--- config.mk ---
export PLATFORM = sky130hd
export DESIGN_NAME = masked_pixel_tint_unit_flat
export DESIGN_NICKNAME = d
export VERILOG_FILES = /design/src/hw/rtl/mpt_pkg.sv /design/src/hw/rtl/mpt_if.sv /design/src/hw/rtl/mpt_decode.sv /design/src/hw/rtl/mpt_chan.sv /design/src/hw/rtl/masked_pixel_tint_unit.sv /design/src/flat_wrapper.sv
export VERILOG_INCLUDE_DIRS = /design/src /design/src/hw/rtl
export SDC_FILE = /design/constraint.sdc
export NUM_CORES = 1
export LEC_CHECK = 0
export BUFFER_PORTS_ARGS = -buffer_cell sky130_fd_sc_hd__buf_2
export CAP_MARGIN = 20
export CORE_MARGIN = 2
export CORE_UTILIZATION = 50
export DETAILED_ROUTE_END_ITERATION = 8
export PLACE_DENSITY = 0.66
export SETUP_SLACK_MARGIN = 0.15
export SLEW_MARGIN = 25
export SYNTH_ARGS = -nofsm -noshare
export SYNTH_HDL_FRONTEND = slang
export SYNTH_HIERARCHICAL = 1
export SYNTH_SLANG_ARGS = --single-unit
export TNS_END_PERCENT = 50
--- constraint.sdc ---
create_clock -name clk -period 6.8 [get_ports clk]
set_clock_uncertainty 0.15 [all_clocks]
set_input_delay 2.04 -clock clk [delete_from_list [all_inputs] [get_ports clk]]
set_output_delay 2.04 -clock clk [all_outputs]
set_load 0.01 [all_outputs]
--- src/hw/rtl/masked_pixel_tint_unit_assert.svh ---
// Assertion macros for the masked pixel tint unit (sampled on clk, off during reset)
`ifndef MASKED_PIXEL_TINT_UNIT_ASSERT_SVH
`define MASKED_PIXEL_TINT_UNIT_ASSERT_SVH

// Same-cycle implication
`define MPT_ASSERT_NOW(lbl, ante, cons) \
    lbl: assert property (@(posedge clk) disable iff (!rst_n) (ante) |-> (cons)) \
        else $error("mpt same-cycle check failed");

// Next-cycle implication
`define MPT_ASSERT_NEXT(lbl, ante, cons) \
    lbl: assert property (@(posedge clk) disable iff (!rst_n) (ante) |=> (cons)) \
        else $error("mpt next-cycle check failed");

`endif

--- src/hw/rtl/mpt_pkg.sv ---
// Package: shared types, constants and the magnitude factor table for the tint unit
`timescale 1ns / 1ps
`default_nettype none

package mpt_pkg;

    localparam int unsigned PIX_W  = 24;
    localparam int unsigned CHAN_W = 8;

    // Magnitudes at or below this scale linearly
    localparam logic [CHAN_W-1:0] LOW_LIMIT = 8'd104;
    // Brightening numerator: 256 * LOW_LIMIT
    localparam int unsigned HIGH_NUM = 26624;
    // Numerator width for the table's long division
    localparam int unsigned HIGH_NUM_W = 15;

    // p / 104 == (p * RECIP_MUL) >> RECIP_SHIFT for p < 2^15
    localparam int unsigned     RECIP_SHIFT = 21;
    localparam logic [14:0]     RECIP_MUL   = 15'd20165;
    localparam int unsigned     LOWP_W      = 30;

    typedef logic [CHAN_W-1:0] ftab_t [256];

    // Per magnitude: the magnitude itself on the linear side, floor(26624/m) above it
    function automatic ftab_t build_factor_table();
        ftab_t       tab;
        int unsigned rem;
        int unsigned quo;
        for (int i = 0; i < 256; i++)
        begin
            if (i <= int'(LOW_LIMIT))
                tab[i] = CHAN_W'(i);
            else
            begin
                // Restoring long division of HIGH_NUM by the magnitude
                rem = 0;
                quo = 0;
                for (int b = HIGH_NUM_W - 1; b >= 0; b--)
                begin
                    rem = (rem << 1) | ((HIGH_NUM >> b) & 1);
                    quo = quo << 1;
                    if (rem >= unsigned'(i))
                    begin
                        rem = rem - unsigned'(i);
                        quo = quo | 1;
                    end
                end
                tab[i] = CHAN_W'(quo);
            end
        end
        return tab;
    endfunction

    localparam ftab_t FACTOR_TABLE = build_factor_table();

    // Stage 1 payload handed from decode to the channel datapaths
    typedef struct packed {
        logic              pass;
        logic              low;
        logic [CHAN_W-1:0] k;
        logic [PIX_W-1:0]  tint;
        logic [PIX_W-1:0]  src;
    } mpt_s1_t;

endpackage

`default_nettype wire

--- src/hw/rtl/mpt_if.sv ---
// Interfaces: pixel input, pixel output and tint configuration channels
`timescale 1ns / 1ps
`default_nettype none

interface mpt_pix_in_if;
    logic        valid;
    logic        ready;
    logic [23:0] src_pixel;
    logic [23:0] mask_pixel;
    modport source (output valid, output src_pixel, output mask_pixel, input ready);
    modport sink   (input valid, input src_pixel, input mask_pixel, output ready);
endinterface

interface mpt_pix_out_if;
    logic        valid;
    logic        ready;
    logic [23:0] out_pixel;
    modport source (output valid, output out_pixel, input ready);
    modport sink   (input valid, input out_pixel, output ready);
endinterface

interface mpt_cfg_if;
    logic        valid;
    logic        ready;
    logic [23:0] tint_color;
    modport source (output valid, output tint_color, input ready);
    modport sink   (input valid, input tint_color, output ready);
endinterface

`default_nettype wire

--- src/hw/rtl/mpt_decode.sv ---
// Stage 1: mask test, magnitude range check and factor table lookup
`timescale 1ns / 1ps
`default_nettype none

module mpt_decode
    import mpt_pkg::*;
(
    input  wire logic             clk,
    input  wire logic             adv,
    input  wire logic [PIX_W-1:0] src_pixel,
    input  wire logic [PIX_W-1:0] mask_pixel,
    input  wire logic [PIX_W-1:0] tint,
    output mpt_s1_t               s1
);

    mpt_s1_t           s1_reg;
    mpt_s1_t           s1_next;
    logic [CHAN_W-1:0] mag;

    // Red channel of the source is the magnitude
    always_comb
    begin
        mag          = src_pixel[PIX_W-1 -: CHAN_W];
        s1_next.pass = (mask_pixel != '0);
        s1_next.low  = (mag <= LOW_LIMIT);
        s1_next.k    = FACTOR_TABLE[mag];
        s1_next.tint = tint;
        s1_next.src  = src_pixel;
    end

    always_ff @(posedge clk)
    begin
        if (adv)
            s1_reg <= s1_next;
    end

    assign s1 = s1_reg;

endmodule

`default_nettype wire

--- src/hw/rtl/mpt_chan.sv ---
// Stages 2-4 of one color channel: scale, divide or brighten, select
`timescale 1ns / 1ps
`default_nettype none

module mpt_chan
    import mpt_pkg::*;
(
    input  wire logic              clk,
    input  wire logic              adv,
    input  wire logic [CHAN_W-1:0] t,
    input  wire logic [CHAN_W-1:0] k,
    input  wire logic              low,
    output logic [CHAN_W-1:0]      res
);

    // Stage 2: tint times factor
    logic [2*CHAN_W-1:0] prod_reg;
    logic [CHAN_W-1:0]   k2_reg;
    logic                low2_reg;

    // Stage 3: reciprocal product for the linear side, brightened value otherwise
    logic [LOWP_W-1:0]   lowp_reg;
    logic [LOWP_W-1:0]   lowp_next;
    logic [CHAN_W-1:0]   high_reg;
    logic [CHAN_W-1:0]   high_next;
    logic [CHAN_W:0]     high_sum;
    logic                low3_reg;

    // Stage 4: final channel value
    logic [CHAN_W-1:0]   res_reg;
    logic [CHAN_W-1:0]   res_next;

    always_ff @(posedge clk)
    begin
        if (adv)
        begin
            prod_reg <= t * k;
            k2_reg   <= k;
            low2_reg <= low;
        end
    end

    // Linear: divide by 104 via reciprocal; high: tint*f/256 + (256 - f), clamped
    always_comb
    begin
        lowp_next = LOWP_W'(prod_reg[14:0]) * LOWP_W'(RECIP_MUL);
        high_sum  = (CHAN_W+1)'(prod_reg[2*CHAN_W-1:CHAN_W])
                  + ((CHAN_W+1)'(256) - (CHAN_W+1)'(k2_reg));
        high_next = high_sum[CHAN_W] ? '1 : high_sum[CHAN_W-1:0];
    end

    always_ff @(posedge clk)
    begin
        if (adv)
        begin
            lowp_reg <= lowp_next;
            high_reg <= high_next;
            low3_reg <= low2_reg;
        end
    end

    assign res_next = low3_reg ? lowp_reg[RECIP_SHIFT+CHAN_W-1:RECIP_SHIFT] : high_reg;

    always_ff @(posedge clk)
    begin
        if (adv)
            res_reg <= res_next;
    end

    assign res = res_reg;

endmodule

`default_nettype wire

--- src/hw/rtl/masked_pixel_tint_unit.sv ---
// Pipeline: input transfer to output valid through the decode, multiply, divide and select stages.
// Throughput: one pixel per cycle unless the output stalls; all four stages advance together.
// A stalled output freezes the whole pipe; input ready = output empty or taken.
// Reset (rst_n low, async) clears all stage valid bits and the tint color to 0.
// Configuration writes are always accepted and take effect on the next transfer.
`timescale 1ns / 1ps
`default_nettype none

module masked_pixel_tint_unit
    import mpt_pkg::*;
(
    input  wire logic    clk,
    input  wire logic    rst_n,
    mpt_pix_in_if.sink   pix_in,
    mpt_pix_out_if.source pix_out,
    mpt_cfg_if.sink      cfg
);

    `include "masked_pixel_tint_unit_assert.svh"

    logic             adv;
    logic [PIX_W-1:0] tint_reg;
    logic             s1_valid_reg;
    logic             s2_valid_reg;
    logic             s3_valid_reg;
    logic             out_valid_reg;
    logic             pass2_reg;
    logic             pass3_reg;
    logic             pass4_reg;
    logic [PIX_W-1:0] src2_reg;
    logic [PIX_W-1:0] src3_reg;
    logic [PIX_W-1:0] src4_reg;
    logic [PIX_W-1:0] tinted;
    mpt_s1_t          s1;

    // Global advance: the output stage is empty or being taken
    assign adv          = !out_valid_reg || pix_out.ready;
    assign pix_in.ready = adv;
    assign cfg.ready    = 1'b1;

    // Tint color register
    always_ff @(posedge clk or negedge rst_n)
    begin
        if (!rst_n)
            tint_reg <= '0;
        else if (cfg.valid)
            tint_reg <= cfg.tint_color;
    end

    // Valid bits move with the data
    always_ff @(posedge clk or negedge rst_n)
    begin
        if (!rst_n)
        begin
            s1_valid_reg  <= 1'b0;
            s2_valid_reg  <= 1'b0;
            s3_valid_reg  <= 1'b0;
            out_valid_reg <= 1'b0;
        end
        else if (adv)
        begin
            s1_valid_reg  <= pix_in.valid;
            s2_valid_reg  <= s1_valid_reg;
            s3_valid_reg  <= s2_valid_reg;
            out_valid_reg <= s3_valid_reg;
        end
    end

    mpt_decode u_decode (
        .clk        (clk),
        .adv        (adv),
        .src_pixel  (pix_in.src_pixel),
        .mask_pixel (pix_in.mask_pixel),
        .tint       (tint_reg),
        .s1         (s1)
    );

    // One datapath per color channel
    for (genvar c = 0; c < 3; c++)
    begin : g_chan
        mpt_chan u_chan (
            .clk (clk),
            .adv (adv),
            .t   (s1.tint[c*CHAN_W +: CHAN_W]),
            .k   (s1.k),
            .low (s1.low),
            .res (tinted[c*CHAN_W +: CHAN_W])
        );
    end

    // Pass-through source and mask decision alongside the channel stages
    always_ff @(posedge clk)
    begin
        if (adv)
        begin
            pass2_reg <= s1.pass;
            src2_reg  <= s1.src;
            pass3_reg <= pass2_reg;
            src3_reg  <= src2_reg;
            pass4_reg <= pass3_reg;
            src4_reg  <= src3_reg;
        end
    end

    assign pix_out.valid     = out_valid_reg;
    assign pix_out.out_pixel = pass4_reg ? src4_reg : tinted;

    `MPT_ASSERT_NOW(a_ready_when_empty, !out_valid_reg, pix_in.ready)
    `MPT_ASSERT_NEXT(a_in_to_s1, pix_in.valid && pix_in.ready, s1_valid_reg)
    `MPT_ASSERT_NEXT(a_s3_to_out, s3_valid_reg && adv, out_valid_reg)
    `MPT_ASSERT_NEXT(a_stall_holds, !adv,
        $stable({s1_valid_reg, s2_valid_reg, s3_valid_reg, out_valid_reg}))

endmodule

`default_nettype wire
--- src/flat_wrapper.sv ---
// flat-port wrapper written by rule: the top's interface ports become plain ports
module masked_pixel_tint_unit_flat import mpt_pkg::*;
  (clk, rst_n, pix_in_valid, pix_in_src_pixel, pix_in_mask_pixel, pix_in_ready, pix_out_valid, pix_out_out_pixel, pix_out_ready, cfg_valid, cfg_tint_color, cfg_ready);
  mpt_pix_in_if pix_in_i ();
  mpt_pix_out_if pix_out_i ();
  mpt_cfg_if cfg_i ();
  input  wire logic clk;
  input  wire logic rst_n;
  input wire logic [$bits(pix_in_i.valid)-1:0] pix_in_valid;
  input wire logic [$bits(pix_in_i.src_pixel)-1:0] pix_in_src_pixel;
  input wire logic [$bits(pix_in_i.mask_pixel)-1:0] pix_in_mask_pixel;
  output wire logic [$bits(pix_in_i.ready)-1:0] pix_in_ready;
  output wire logic [$bits(pix_out_i.valid)-1:0] pix_out_valid;
  output wire logic [$bits(pix_out_i.out_pixel)-1:0] pix_out_out_pixel;
  input wire logic [$bits(pix_out_i.ready)-1:0] pix_out_ready;
  input wire logic [$bits(cfg_i.valid)-1:0] cfg_valid;
  input wire logic [$bits(cfg_i.tint_color)-1:0] cfg_tint_color;
  output wire logic [$bits(cfg_i.ready)-1:0] cfg_ready;
  assign pix_in_i.valid = pix_in_valid;
  assign pix_in_i.src_pixel = pix_in_src_pixel;
  assign pix_in_i.mask_pixel = pix_in_mask_pixel;
  assign pix_in_ready = pix_in_i.ready;
  assign pix_out_valid = pix_out_i.valid;
  assign pix_out_out_pixel = pix_out_i.out_pixel;
  assign pix_out_i.ready = pix_out_ready;
  assign cfg_i.valid = cfg_valid;
  assign cfg_i.tint_color = cfg_tint_color;
  assign cfg_ready = cfg_i.ready;
  masked_pixel_tint_unit u_core (.clk(clk), .rst_n(rst_n), .pix_in(pix_in_i), .pix_out(pix_out_i), .cfg(cfg_i));
endmodule
-- Word-level counts from Yosys, hierarchy flattened
Memories as Yosys holds them, arrays and structs flattened. A register that Yosys moved wholly into a read port is not among the register bits.
Index checks and enable logic that the tools add are counted.
- memory bits (read-only): 2048
- word-level logic and storage cells: 50
- memories kept: 1
- input bits: 77
- bits in registers: 346
- output and inout bits: 27
- muxes and demuxes: 4
- $mul: 6
- order comparisons: 1
- bitwise gates (word level): 1
- reductions and logical operators: 3
- add/subtract/negate cells: 4
- memories (memory ; depth ; bits a word ; read ports ; clocked after memory_dff ; wr ports ; RTL line ; source):
    (name not given) ; 256 ; 8 ; 1 ; 1 ; 0 ; mpt_decode.sv:26 ; s1_next.k = FACTOR_TABLE[mag];
- operator list (cell ; number):
    multiplier 15 x 15 -> 29 bit, second input constant ; 3
    multiplier 8 x 8 -> 16 bit ; 3
    adder 8 x 9 -> 9 bit ; 3
    two-way mux 24 bit ; 1
    two-way mux 8 bit ; 3
    nonzero test 24 bit ; 1
    inverter 8 -> 9 bit ; 1
    subtractor 9 x 8 -> 9 bit, first input constant ; 1
    <= comparator 8 x 7 -> 1 bit, second input constant ; 1
    logical NOT 1 bit ; 1
    logical OR 1 bit ; 1

-- Depth between registers and ports, before layout
Gate-level depths: netlist of the first run.
- word-level depth: 2
- mapped depth: 19
- depth with buffers taken out: 19

-- Hierarchy
The synthesis of the first run kept the hierarchy.
- modules (own cells, without submodules) (module ; times used ; cells each ; area an instance (sq um) ; sequential area each (sq um)):
    mpt_chan at u_core.g_chan[1].u_chan ; 1 ; 724 ; 7692.4 ; 1501.4
    mpt_chan at u_core.g_chan[0].u_chan ; 1 ; 713 ; 7597.3 ; 1501.4
    mpt_chan at u_core.g_chan[2].u_chan ; 1 ; 696 ; 7534.7 ; 1501.4
    masked_pixel_tint_unit ; 1 ; 164 ; 3811.2 ; 2952.8
    mpt_decode ; 1 ; 286 ; 3235.6 ; 1741.7

-- Worst setup path before layout of the first run
OpenSTA, ideal clock, no wires.
- path kind: input -> output
- start: input port pix_out_ready
- end: output port pix_in_ready
- slack: 550 ps
- data arrival time: 4060 ps
- required time: 4610 ps
- stages: 1
- cell sequence: nand2b_4
- cells in the longest elaborated chain, start to end: 1
- RTL lines (item ; RTL line ; source):
    start, declared ; flat_wrapper.sv:15 ; input wire logic [$bits(pix_out_i.ready)-1:0] pix_out_ready;
    logical OR 1 bit ; masked_pixel_tint_unit.sv:37 ; assign adv = !out_valid_reg || pix_out.ready;
    end, declared ; flat_wrapper.sv:12 ; output wire logic [$bits(pix_in_i.ready)-1:0] pix_in_ready;
No other way between the ends.

-- Final worst setup path of the first run
- start: register u_core.g_chan[2].u_chan.prod_reg[3]
- end: register u_core.g_chan[2].u_chan.lowp_reg[28] (data pin)
- cells in the longest elaborated chain, start to end: 1
- RTL lines (item ; RTL line ; source):
    start, declared ; mpt_chan.sv:17 ; logic [2*CHAN_W-1:0] prod_reg;
    start signal, assigned ; mpt_chan.sv:37 ; prod_reg <= t * k;
    multiplier 15 x 15 -> 29 bit ; mpt_chan.sv:46 ; lowp_next = LOWP_W'(prod_reg[14:0]) * LOWP_W'(RECIP_MUL);
    named net u_core.g_chan[2].u_chan.lowp_next[28] ; mpt_chan.sv:23 ; logic [LOWP_W-1:0] lowp_next;
    end signal, assigned ; mpt_chan.sv:56 ; lowp_reg <= lowp_next;
    end, declared ; mpt_chan.sv:22 ; logic [LOWP_W-1:0] lowp_reg;
The timed path passes the listed nets, and every way through them passes these cells.
A chain may end at the register's enable or synchronous reset.

==> results of run 1 <==
## layout by cell type (no fill, tap or decap), types with 6 or more instances in the layout
cell type,instances
buf_4,9
nand4_1,8
and3_1,12
o2111ai_1,7
and2_1,120
nand3_1,26
nor2b_1,24
nor3_1,9
nand2_1,140
o21ai_1,6
o21bai_1,6
dfrtp_1,28
or3_1,11
a21o_1,20
xnor2_1,57
o31ai_1,10
nor4_1,9
o21a_1,16
edfxtp_1,283
nand2b_1,14
o211ai_1,12
mux2_2,37
a21boi_0,12
xor2_1,11
fa_1,303
ha_1,495
a211oi_1,15
nor2_1,64
mux2_4,40
a21oi_1,74
inv_1,513
buf_2,101
mux2i_1,10
o21ai_0,62
o22ai_1,7
clkbuf_16,37
a31oi_1,17
## cell type report
cell class,count,area share (%)
repair buffers,113,1.92
flip-flops and latches,311,28.3
well taps,773,2.98
inverters,515,5.96
clock inverters,25,1.00
multi-input cells,1720,56.8
clock buffers,43,3.01
## path summary, 6_finish.rpt
kind,slack [ps],cells past startpoint,startpoint,endpoint
hold reg to reg,260,0,u_core/src2_reg[15],u_core/src3_reg[15]
hold / removal,260,0,u_core/src2_reg[15],u_core/src3_reg[15]
setup / recovery,1010,19,u_core/g_chan[2].u_chan/prod_reg[3],u_core/g_chan[2].u_chan/lowp_reg[28]
setup reg to reg,1010,19,u_core/g_chan[2].u_chan/prod_reg[3],u_core/g_chan[2].u_chan/lowp_reg[28]
max in group asynchronous,4700,1,rst_n,u_core/tint_reg[23]
min in group asynchronous,1360,1,rst_n,u_core/tint_reg[7]
## routing by layer
metal | track usage [%] | vias up | wire length, um
li1 | - | 8943 | -
met1 | 26.5 | 9252 | 26700
met2 | 32.4 | 373 | 27600
met3 | 2.29 | 72 | 2590
met4 | 4.29 | 2 | 916
met5 | 0 | - | 13
## cells by family (layout without fill, tap and decap cells)
logic type	Yosys count	count (layout)
fa+ha+maj	798	798
buf+inv	552	696
simple gates	453	453
flops	311	311
compound gates	310	310
mux	90	90
xor+xnor	68	68
other cells	1	1
## per-stage QoR
| stage | cell area, sq um | worst slack [ps] | hold WS (ps) | utilization, % | cells |
|---|---|---|---|---|---|
| final | 32500 | 1010 | 261 | 55.0 | 3500 |
| after global routing | 32500 | 650 | 266 | 55.0 | 3500 |
| after global placement | 31200 | 1110 | 251 | 52.8 | 3430 |
| after floorplan | 29900 | 550 | 250 | - | 2583 |
| after CTS | 32500 | 1020 | 262 | 55.0 | 3499 |
| after detailed placement | 31200 | 1030 | 255 | 52.8 | 3431 |
==> run_results.csv, run 1 <==
group,metric,value,unit
drt,vias_per_cell,5.33,
logic_synthesis,synthArstFlopShare,9.00,%
floorplan,initial_core_util,50.6,%
global_route,grt_pass1_wl,98500,um
timing,setup-violations-final,0,
global_route,overflow,0,
logic_synthesis,synth_area,29900,sq um
outcome,status,"complete, no violations",
setup_path,critical_path_class,"reg -> reg",
logic_synthesis,synth_edf_count,283,
timing,fin_crit_sh,85.1,%
timing,tightest_slew,1160,ps
clock_network,post_cts_resized,0,
cells_and_area,seqCellArea,9200,sq um
setup_path,cp_cell_sequence,"fa_1 -> fa_1 -> inv_1 -> fa_1 -> inv_1 -> fa_1 -> inv_1 -> fa_1 -> fa_1 -> inv_1 -> ha_1 -> o21ai_0 -> nor4_1 -> nand2_1 -> o22ai_2 -> a41oi_2 -> a21oi_2 -> a21oi_2 -> xnor2_1",
setup_path,critical_path_buf_inv_count,4,
cells_and_area,drive_above_1_share,10.2,%
setup_path,crit_family,"adder cells",
global_route,track_usage,19.2,%
floorplan,pin_count,104,
timing,final_hold_viol_count,0,
cells_and_area,layout.nets,3573,
cells_and_area,syn2layout_area_growth,8.77,%
clock_network,cts.path.max_buffers,3,
logic_synthesis,syn_nets,3458,
clock_network,clock_latency,570,ps
timing,rsz0062_at_grt,"false",
min_path,holdCritPathClass,"reg -> reg",
logic_synthesis,netlist_instances,2583,
setup_path,cpMaxStageDelayCell,"edfxtp_1",
drt,postRouteWirelength,57800,um
clock_network,cts_tree,"built",
logic_synthesis,synth_area_leaders,"edfxtp_1, ha_1, fa_1",
logic_synthesis,synth_cell_types,84,
cells_and_area,diodes,0,
setup_path,cp-end-kind,"flop",
clock_network,clk_pin_slew,70,ps
timing,slew_viol_final,0,
placed_design,hpwl,45100,um
run,drv_cap,0,
logic_synthesis,yosys.area.top_type,"edfxtp_1",
global_route,grt_antenna_before_repair,4,
logic_synthesis,synth_xor_area_share,1.99,%
logic_synthesis,yosys_register_bits,311,
setup_path,max_stage_delay,560,ps
drt,drc,0,
cells_and_area,nFillCells,4991,
drt,wl_per_cell,16.5,um
timing,setup_tns,0,ps
logic_synthesis,yosysMostFrequentCell,"inv_1",
logic_synthesis,ys.warnings.count,6,
timing,fin_crit,5790,ps
clock_network,cts.sinks,311,
drt,initialDrtViolationCount,1036,
clock_network,cts_made_buffers,37,
setup_path,critical_path.max_fanout,8,
placed_design,place_congestion,0.867,
setup_path,critPathRequiredTime,6960,ps
logic_synthesis,ys.flop_type,"edfxtp_1",
setup_path,arrival,5950,ps
floorplan,core,59000,sq um
drt,dr.pass1.iters,5,
clock_network,htreeDepth,2,
global_route,first_global_vias,19800,
floorplan,die-area,61700,sq um
clock_network,hold_buffers,0,
global_route,grt_start_max_net_pins,174,
setup_path,crit_path_start_kind,"flop",
logic_synthesis,syn_area_per_cell,11.6,sq um
logic_synthesis,synth-adder-area-share,41.0,%
logic_synthesis,yosys.area_share.simple,7.74,%
placed_design,port_buffers,102,
floorplan,row_count,89,
cells_and_area,multi_input_area,18500,sq um
drt,drtAntennaViolNets,0,
clock_network,cts_setup_buffers,0,
logic_synthesis,ys_seq_area_share,30.8,%
timing,slew_headroom,23.0,%
logic_synthesis,synthMuxAreaShare,3.99,%
floorplan,die_y,248,um
timing,fmax,0.173,GHz
setup_path,crit_top_cell,"fa_1",
clock_network,clockRootBuffer,"clkbuf_16",
logic_synthesis,netlist_top_cells_count,"inv_1, ha_1, fa_1",
logic_synthesis,synth_top_area_share,28.4,%
logic_synthesis,synth_compound_area_share,7.02,%
floorplan,fp.dieW,248,um
drt,num_vias,18600,
logic_synthesis,synth_top_family_by_area,"adder cells",
cells_and_area,largest_register_ffs,58,
Power of run 1 is not shown: default switching activity piles up to over one toggle a cycle in this logic, so the estimate is an artifact.
==> inputs of run 2 (changes only) <==
- CELL_PAD_IN_SITES_DETAIL_PLACEMENT: default -> 2
- CELL_PAD_IN_SITES_GLOBAL_PLACEMENT: default -> 2
- CORE_UTILIZATION: 50 -> 45
- PLACE_DENSITY: 0.66 -> default
- PLACE_DENSITY_LB_ADDON: default -> 0.1
==> run 2 against run 1 <==
Core utilization decreased by 5.5 points. Critical path depth unchanged. Die area grew 11%. Non-clock buffer count rose by 3. Register-to-register slack got worse by 270 ps. Sequential share of layout area shrank 0.083 points. Maximum frequency is 4.4% lower. Count of clock-buffer cells in the layout up 8. Global-route usage rose by 4.9 points. Via count up 3.5%. Cell count grew 2.7%.
==> run_results.csv, run 2 (synthesis gave the netlist of run 1 again) <==
group,metric,value,unit
outcome,status,"complete, no violations",
setup_path,arrival,6210,ps
clock_network,cts_setup_buffers,0,
drt,initialDrtViolationCount,826,
setup_path,crit_top_cell,"fa_1",
floorplan,die-area,68500,sq um
timing,rsz0062_at_grt,"false",
setup_path,critical_path_class,"reg -> reg",
clock_network,cts_tree,"built",
global_route,grt_pass1_wl,128000,um
setup_path,ff2ff_setup_slack,750,ps
cells_and_area,final_common_cell,"inv_1",
timing,setup-violations-final,0,
drt,dr.pass1.iters,4,
floorplan,die_y,262,um
clock_network,clock_latency,570,ps
cells_and_area,largest_register_ffs,58,
timing,setup_tns,0,ps
cells_and_area,diodes,0,
timing,slew_viol_final,0,
setup_path,r2r_start,"u_core/g_chan[2].u_chan/prod_reg[3]",
timing,fin_crit,6050,ps
cells_and_area,layout.nets,3578,
global_route,overflow,0,
cells_and_area,final_cell_mix,"inv_1, ha_1, fa_1",
drt,postRouteWirelength,80300,um
clock_network,clk_pin_slew,60,ps
min_path,worstHoldStart,"u_core/src3_reg[15]",
floorplan,pin_count,104,
global_route,grt_start_max_net_pins,174,
run,drv_cap,0,
clock_network,post_cts_resized,0,
min_path,whs_path_depth,0,
setup_path,critical_path.max_fanout,8,
setup_path,r2r-end,"u_core/g_chan[2].u_chan/lowp_reg[26]",
drt,vias_per_cell,5.37,
timing,tightest_slew,912,ps
floorplan,core,65700,sq um
min_path,min_to,"u_core/src4_reg[15]",
floorplan,initial_core_util,45.4,%
clock_network,cts.path.max_buffers,3,
drt,drtAntennaViolNets,0,
setup_path,reg2reg_depth,19,
drt,num_vias,19300,
floorplan,row_count,94,
drt,wl_per_cell,22.3,um
setup_path,max_stage_delay,570,ps
setup_path,critPathRequiredTime,6960,ps
timing,slew_headroom,39.2,%
timing,fmax,0.165,GHz
drt,drc,0,
setup_path,cp-end-kind,"flop",
setup_path,cp_cell_sequence,"fa_1 -> fa_1 -> inv_1 -> fa_1 -> inv_1 -> fa_1 -> inv_1 -> fa_1 -> fa_1 -> inv_1 -> ha_1 -> o21ai_0 -> o21bai_1 -> a221oi_2 -> o22ai_2 -> a21oi_2 -> o21bai_1 -> a21oi_1 -> xnor2_1",
setup_path,crit_path_start_kind,"flop",
setup_path,cp-startpoint,"u_core/g_chan[2].u_chan/prod_reg[3]",
min_path,holdCritPathClass,"reg -> reg",
placed_design,hpwl,63400,um
clock_network,cts.sinks,311,
placed_design,port_buffers,102,
setup_path,cpMaxStageDelayCell,"edfxtp_1",
cells_and_area,drive_above_1_share,10.2,%
floorplan,fp.dieW,262,um
global_route,grt_antenna_before_repair,2,
placed_design,place_congestion,0.824,
cells_and_area,syn2layout_area_growth,9.09,%
timing,fin_crit_sh,89.0,%
clock_network,clockRootBuffer,"clkbuf_16",
clock_network,htreeDepth,2,
clock_network,hold_buffers,0,
clock_network,cts_made_buffers,39,
global_route,track_usage,24.1,%
global_route,first_global_vias,22800,
timing,final_hold_viol_count,0,
[run 2: through the flow]
| stage | hold slack, ps | area, sq um | setup slack [ps] | instances | util (%) |
|---|---|---|---|---|---|
| 3_3_place_gp | 250 | 31300 | 1060 | 3525 | 47.6 |
| 3_5_place_dp | 255 | 31300 | 790 | 3525 | 47.6 |
| 4_1_cts | 262 | 32600 | 730 | 3594 | 49.5 |
| 2_1_floorplan | 250 | 29900 | 550 | 2583 | - |
| 6_report | 265 | 32600 | 749 | 3595 | 49.6 |
| 5_1_grt | 277 | 32600 | 503 | 3595 | 49.6 |
[run 2: layout make-up]
type	count	area, sq um
Clock inverter	18	195
Tap cell	864	1080
Clock buffer	51	1060
Timing Repair Buffer	116	652
Inverter	515	1940
Multi-Input combinational cell	1720	18500
Sequential cell	311	9200
Fill cell	6516	33200
[run 2: worst max-delay path by stage]
| stage | end | slack (ps) |
|---|---|---|
| 3_3_place_gp | u_core/g_chan[1].u_chan/lowp_reg[28] | 1060 |
| 6_report | u_core/g_chan[2].u_chan/lowp_reg[26] | 750 |
| 2_1_floorplan | pix_in_ready | 550 |
| 3_5_place_dp | u_core/g_chan[2].u_chan/lowp_reg[28] | 790 |
| 5_1_grt | u_core/g_chan[2].u_chan/lowp_reg[26] | 500 |
| 4_1_cts | u_core/g_chan[2].u_chan/lowp_reg[26] | 730 |
[run 2: metal layers]
| metal | up-vias | wire, um | global-route usage [%] |
|---|---|---|---|
| li1 | 8930 | - | - |
| met1 | 10000 | 34900 | 30.1 |
| met2 | 248 | 41800 | 44.4 |
| met3 | 107 | 1900 | 2.46 |
| met4 | 2 | 1750 | 5.89 |
| met5 | - | 14 | 0 |
[run 2: critical path, delay by kind of cell (launching register included)]
kind | cells | cell delay [ps]
adder cells (fa/ha/maj) | 7 | 3340
AO/OA/AOI/OAI | 7 | 1390
flip-flops | 1 | 570
buffers and inverters | 4 | 210
XOR/XNOR | 1 | 130
Power of run 2 is left out for the same reason.
==> inputs of run 3 (changes only) <==
- PLACE_DENSITY: default -> 0.88
- PLACE_DENSITY_LB_ADDON: 0.1 -> default
==> run 3 against run 2 <==
Maximum frequency down 7.8%. Cell count is essentially flat. Die area did not move. Critical path depth fell by 1. Worst hold slack better by 6.0 ps. Routed wire length grew 43%. Via count grew 12%. Count of clock-buffer cells in the layout decreased by 3. First-iteration DRC count up 89%. Core utilization is 0.29 points higher. Largest cell class unchanged.
==> run_results.csv, run 3 (synthesis gave the netlist of run 1 again) <==
group,metric,value,unit
timing,slew_viol_final,0,
min_path,holdCritPathClass,"reg -> reg",
run,drv_cap,0,
setup_path,cp-end-kind,"flop",
drt,postRouteWirelength,115000,um
global_route,overflow,0,
global_route,top_usage_layer,"met2",
placed_design,placed_cells,3522,
timing,final_hold_viol_count,0,
floorplan,die-area,68500,sq um
global_route,met3_usage,5.06,%
timing,fmax,0.152,GHz
global_route,track_usage,32.8,%
drt,initialDrtViolationCount,1560,
setup_path,max_stage_delay,880,ps
clock_network,cts.sinks,311,
setup_path,cpMaxStageDelayCell,"edfxtp_1",
floorplan,fp.dieW,262,um
outcome,status,"complete, no violations",
clock_network,clock_latency,610,ps
drt,dr.pass1.iters,5,
global_route,grt_antenna_before_repair,6,
clock_network,clockRootBuffer,"clkbuf_16",
timing,fin_crit,6560,ps
drt,drc,0,
clock_network,hold_buffers,0,
setup_path,critPathRequiredTime,6970,ps
clock_network,clk_pin_slew,70,ps
timing,slew_headroom,32.9,%
floorplan,pin_count,104,
cells_and_area,stdcell_count,3596,
drt,num_vias,21600,
floorplan,initial_core_util,45.4,%
clock_network,cts_tree,"built",
drt,vias_per_cell,6.02,
setup_path,crit_top_cell,"fa_1",
cells_and_area,layout.nets,3577,
timing,setup_tns,0,ps
clock_network,cts.path.max_buffers,3,
floorplan,core,65700,sq um
setup_path,crit_path_start_kind,"flop",
floorplan,die_y,262,um
setup_path,cp_cell_sequence,"ha_1 -> fa_1 -> inv_1 -> fa_1 -> inv_1 -> fa_1 -> inv_1 -> fa_1 -> fa_1 -> inv_1 -> ha_1 -> a21oi_1 -> o21bai_1 -> a21o_1 -> a211oi_1 -> o31ai_1 -> a41oi_1 -> xnor2_1",
clock_network,htreeDepth,2,
cells_and_area,syn2layout_area_growth,9.73,%
timing,tightest_slew,1010,ps
setup_path,critical_path_buf_inv_count,4,
setup_path,crit_family,"adder cells",
timing,fin_crit_sh,96.5,%
global_route,first_global_vias,25700,
global_route,grtUsageMet1,35.8,%
cells_and_area,final_cell_mix,"inv_1, ha_1, fa_1",
setup_path,critical_path_class,"reg -> reg",
global_route,gr-usage-met2,61.1,%
drt,wl_per_cell,32.0,um
timing,rsz0062_at_grt,"false",
placed_design,place_congestion,0.845,
placed_design,hpwl,77000,um
cells_and_area,final_util,49.9,%
timing,setup-violations-final,0,
cells_and_area,drive_above_1_share,10.1,%
drt,drtAntennaViolNets,0,
clock_network,cts_made_buffers,40,
cells_and_area,final_common_cell,"inv_1",
placed_design,port_buffers,102,
global_route,grt_pass1_wl,166000,um
timing,hold_ws,271,ps
cells_and_area,largest_register_ffs,58,
global_route,grt_start_max_net_pins,180,
setup_path,critical_path.max_fanout,10,
setup_path,arrival,6730,ps
floorplan,row_count,94,
==> run 3: routing by layer <==
metal  wire [um]  up-vias
li1            -     8939
met1       41800    11300
met2       60300      910
met3        5670      469
met4        7400        8
met5          53        -
==> run 3: worst register-to-register path, delay by kind of cell (launching register included) <==
family,cells,cell delay [ps]
adders and majority gates,7,3380
buffers and inverters,4,250
xor gates and xnor gates,1,170
DFF,1,880
AOI/OAI and AO/OA,6,1460
==> run 3: worst paths after layout <==
| check | from | to | slack (ps) | cells after the start |
|---|---|---|---|---|
| worst min register to register | u_core/pass2_reg | u_core/pass3_reg | 270 | 0 |
| min in group asynchronous | rst_n | u_core/tint_reg[1] | 1360 | 1 |
| max in group asynchronous | rst_n | u_core/tint_reg[23] | 4670 | 1 |
| worst max register to register | u_core/g_chan[1].u_chan/prod_reg[9] | u_core/g_chan[1].u_chan/lowp_reg[22] | 240 | 18 |
| worst max-delay path | u_core/g_chan[1].u_chan/prod_reg[9] | u_core/g_chan[1].u_chan/lowp_reg[22] | 240 | 18 |
| worst min-delay path | u_core/pass2_reg | u_core/pass3_reg | 270 | 0 |
==> run 3: cell type report <==
type / count / area, sq um
Inverter: 515 / 1940
Antenna cell: 1 / 2.50
Clock buffer: 48 / 1050
Tap cell: 864 / 1080
Timing Repair Buffer: 114 / 659
Clock inverter: 23 / 387
Sequential cell: 311 / 9200
Multi-Input combinational cell: 1720 / 18500
Fill cell: 6380 / 33000
==> run 3: what timing repair did <==
| action | in CTS | in global routing |
|---|---|---|
| setup endpoints to repair | 0 | 1 |
| endpoints found under the hold margin | 0 | 0 |
| gates resized for setup | 0 | 1 |
| setup buffers | 0 | 0 |
==> run 3: stage by stage <==
stage | area (sq um) | setup WS, ps
after floorplan | 29900 | 550
after global placement | 31300 | 1030
after detailed placement | 31300 | 729
after CTS | 32700 | 508
after global routing | 32800 | 184
final | 32800 | 240
Power of run 3 is left out for the same reason.
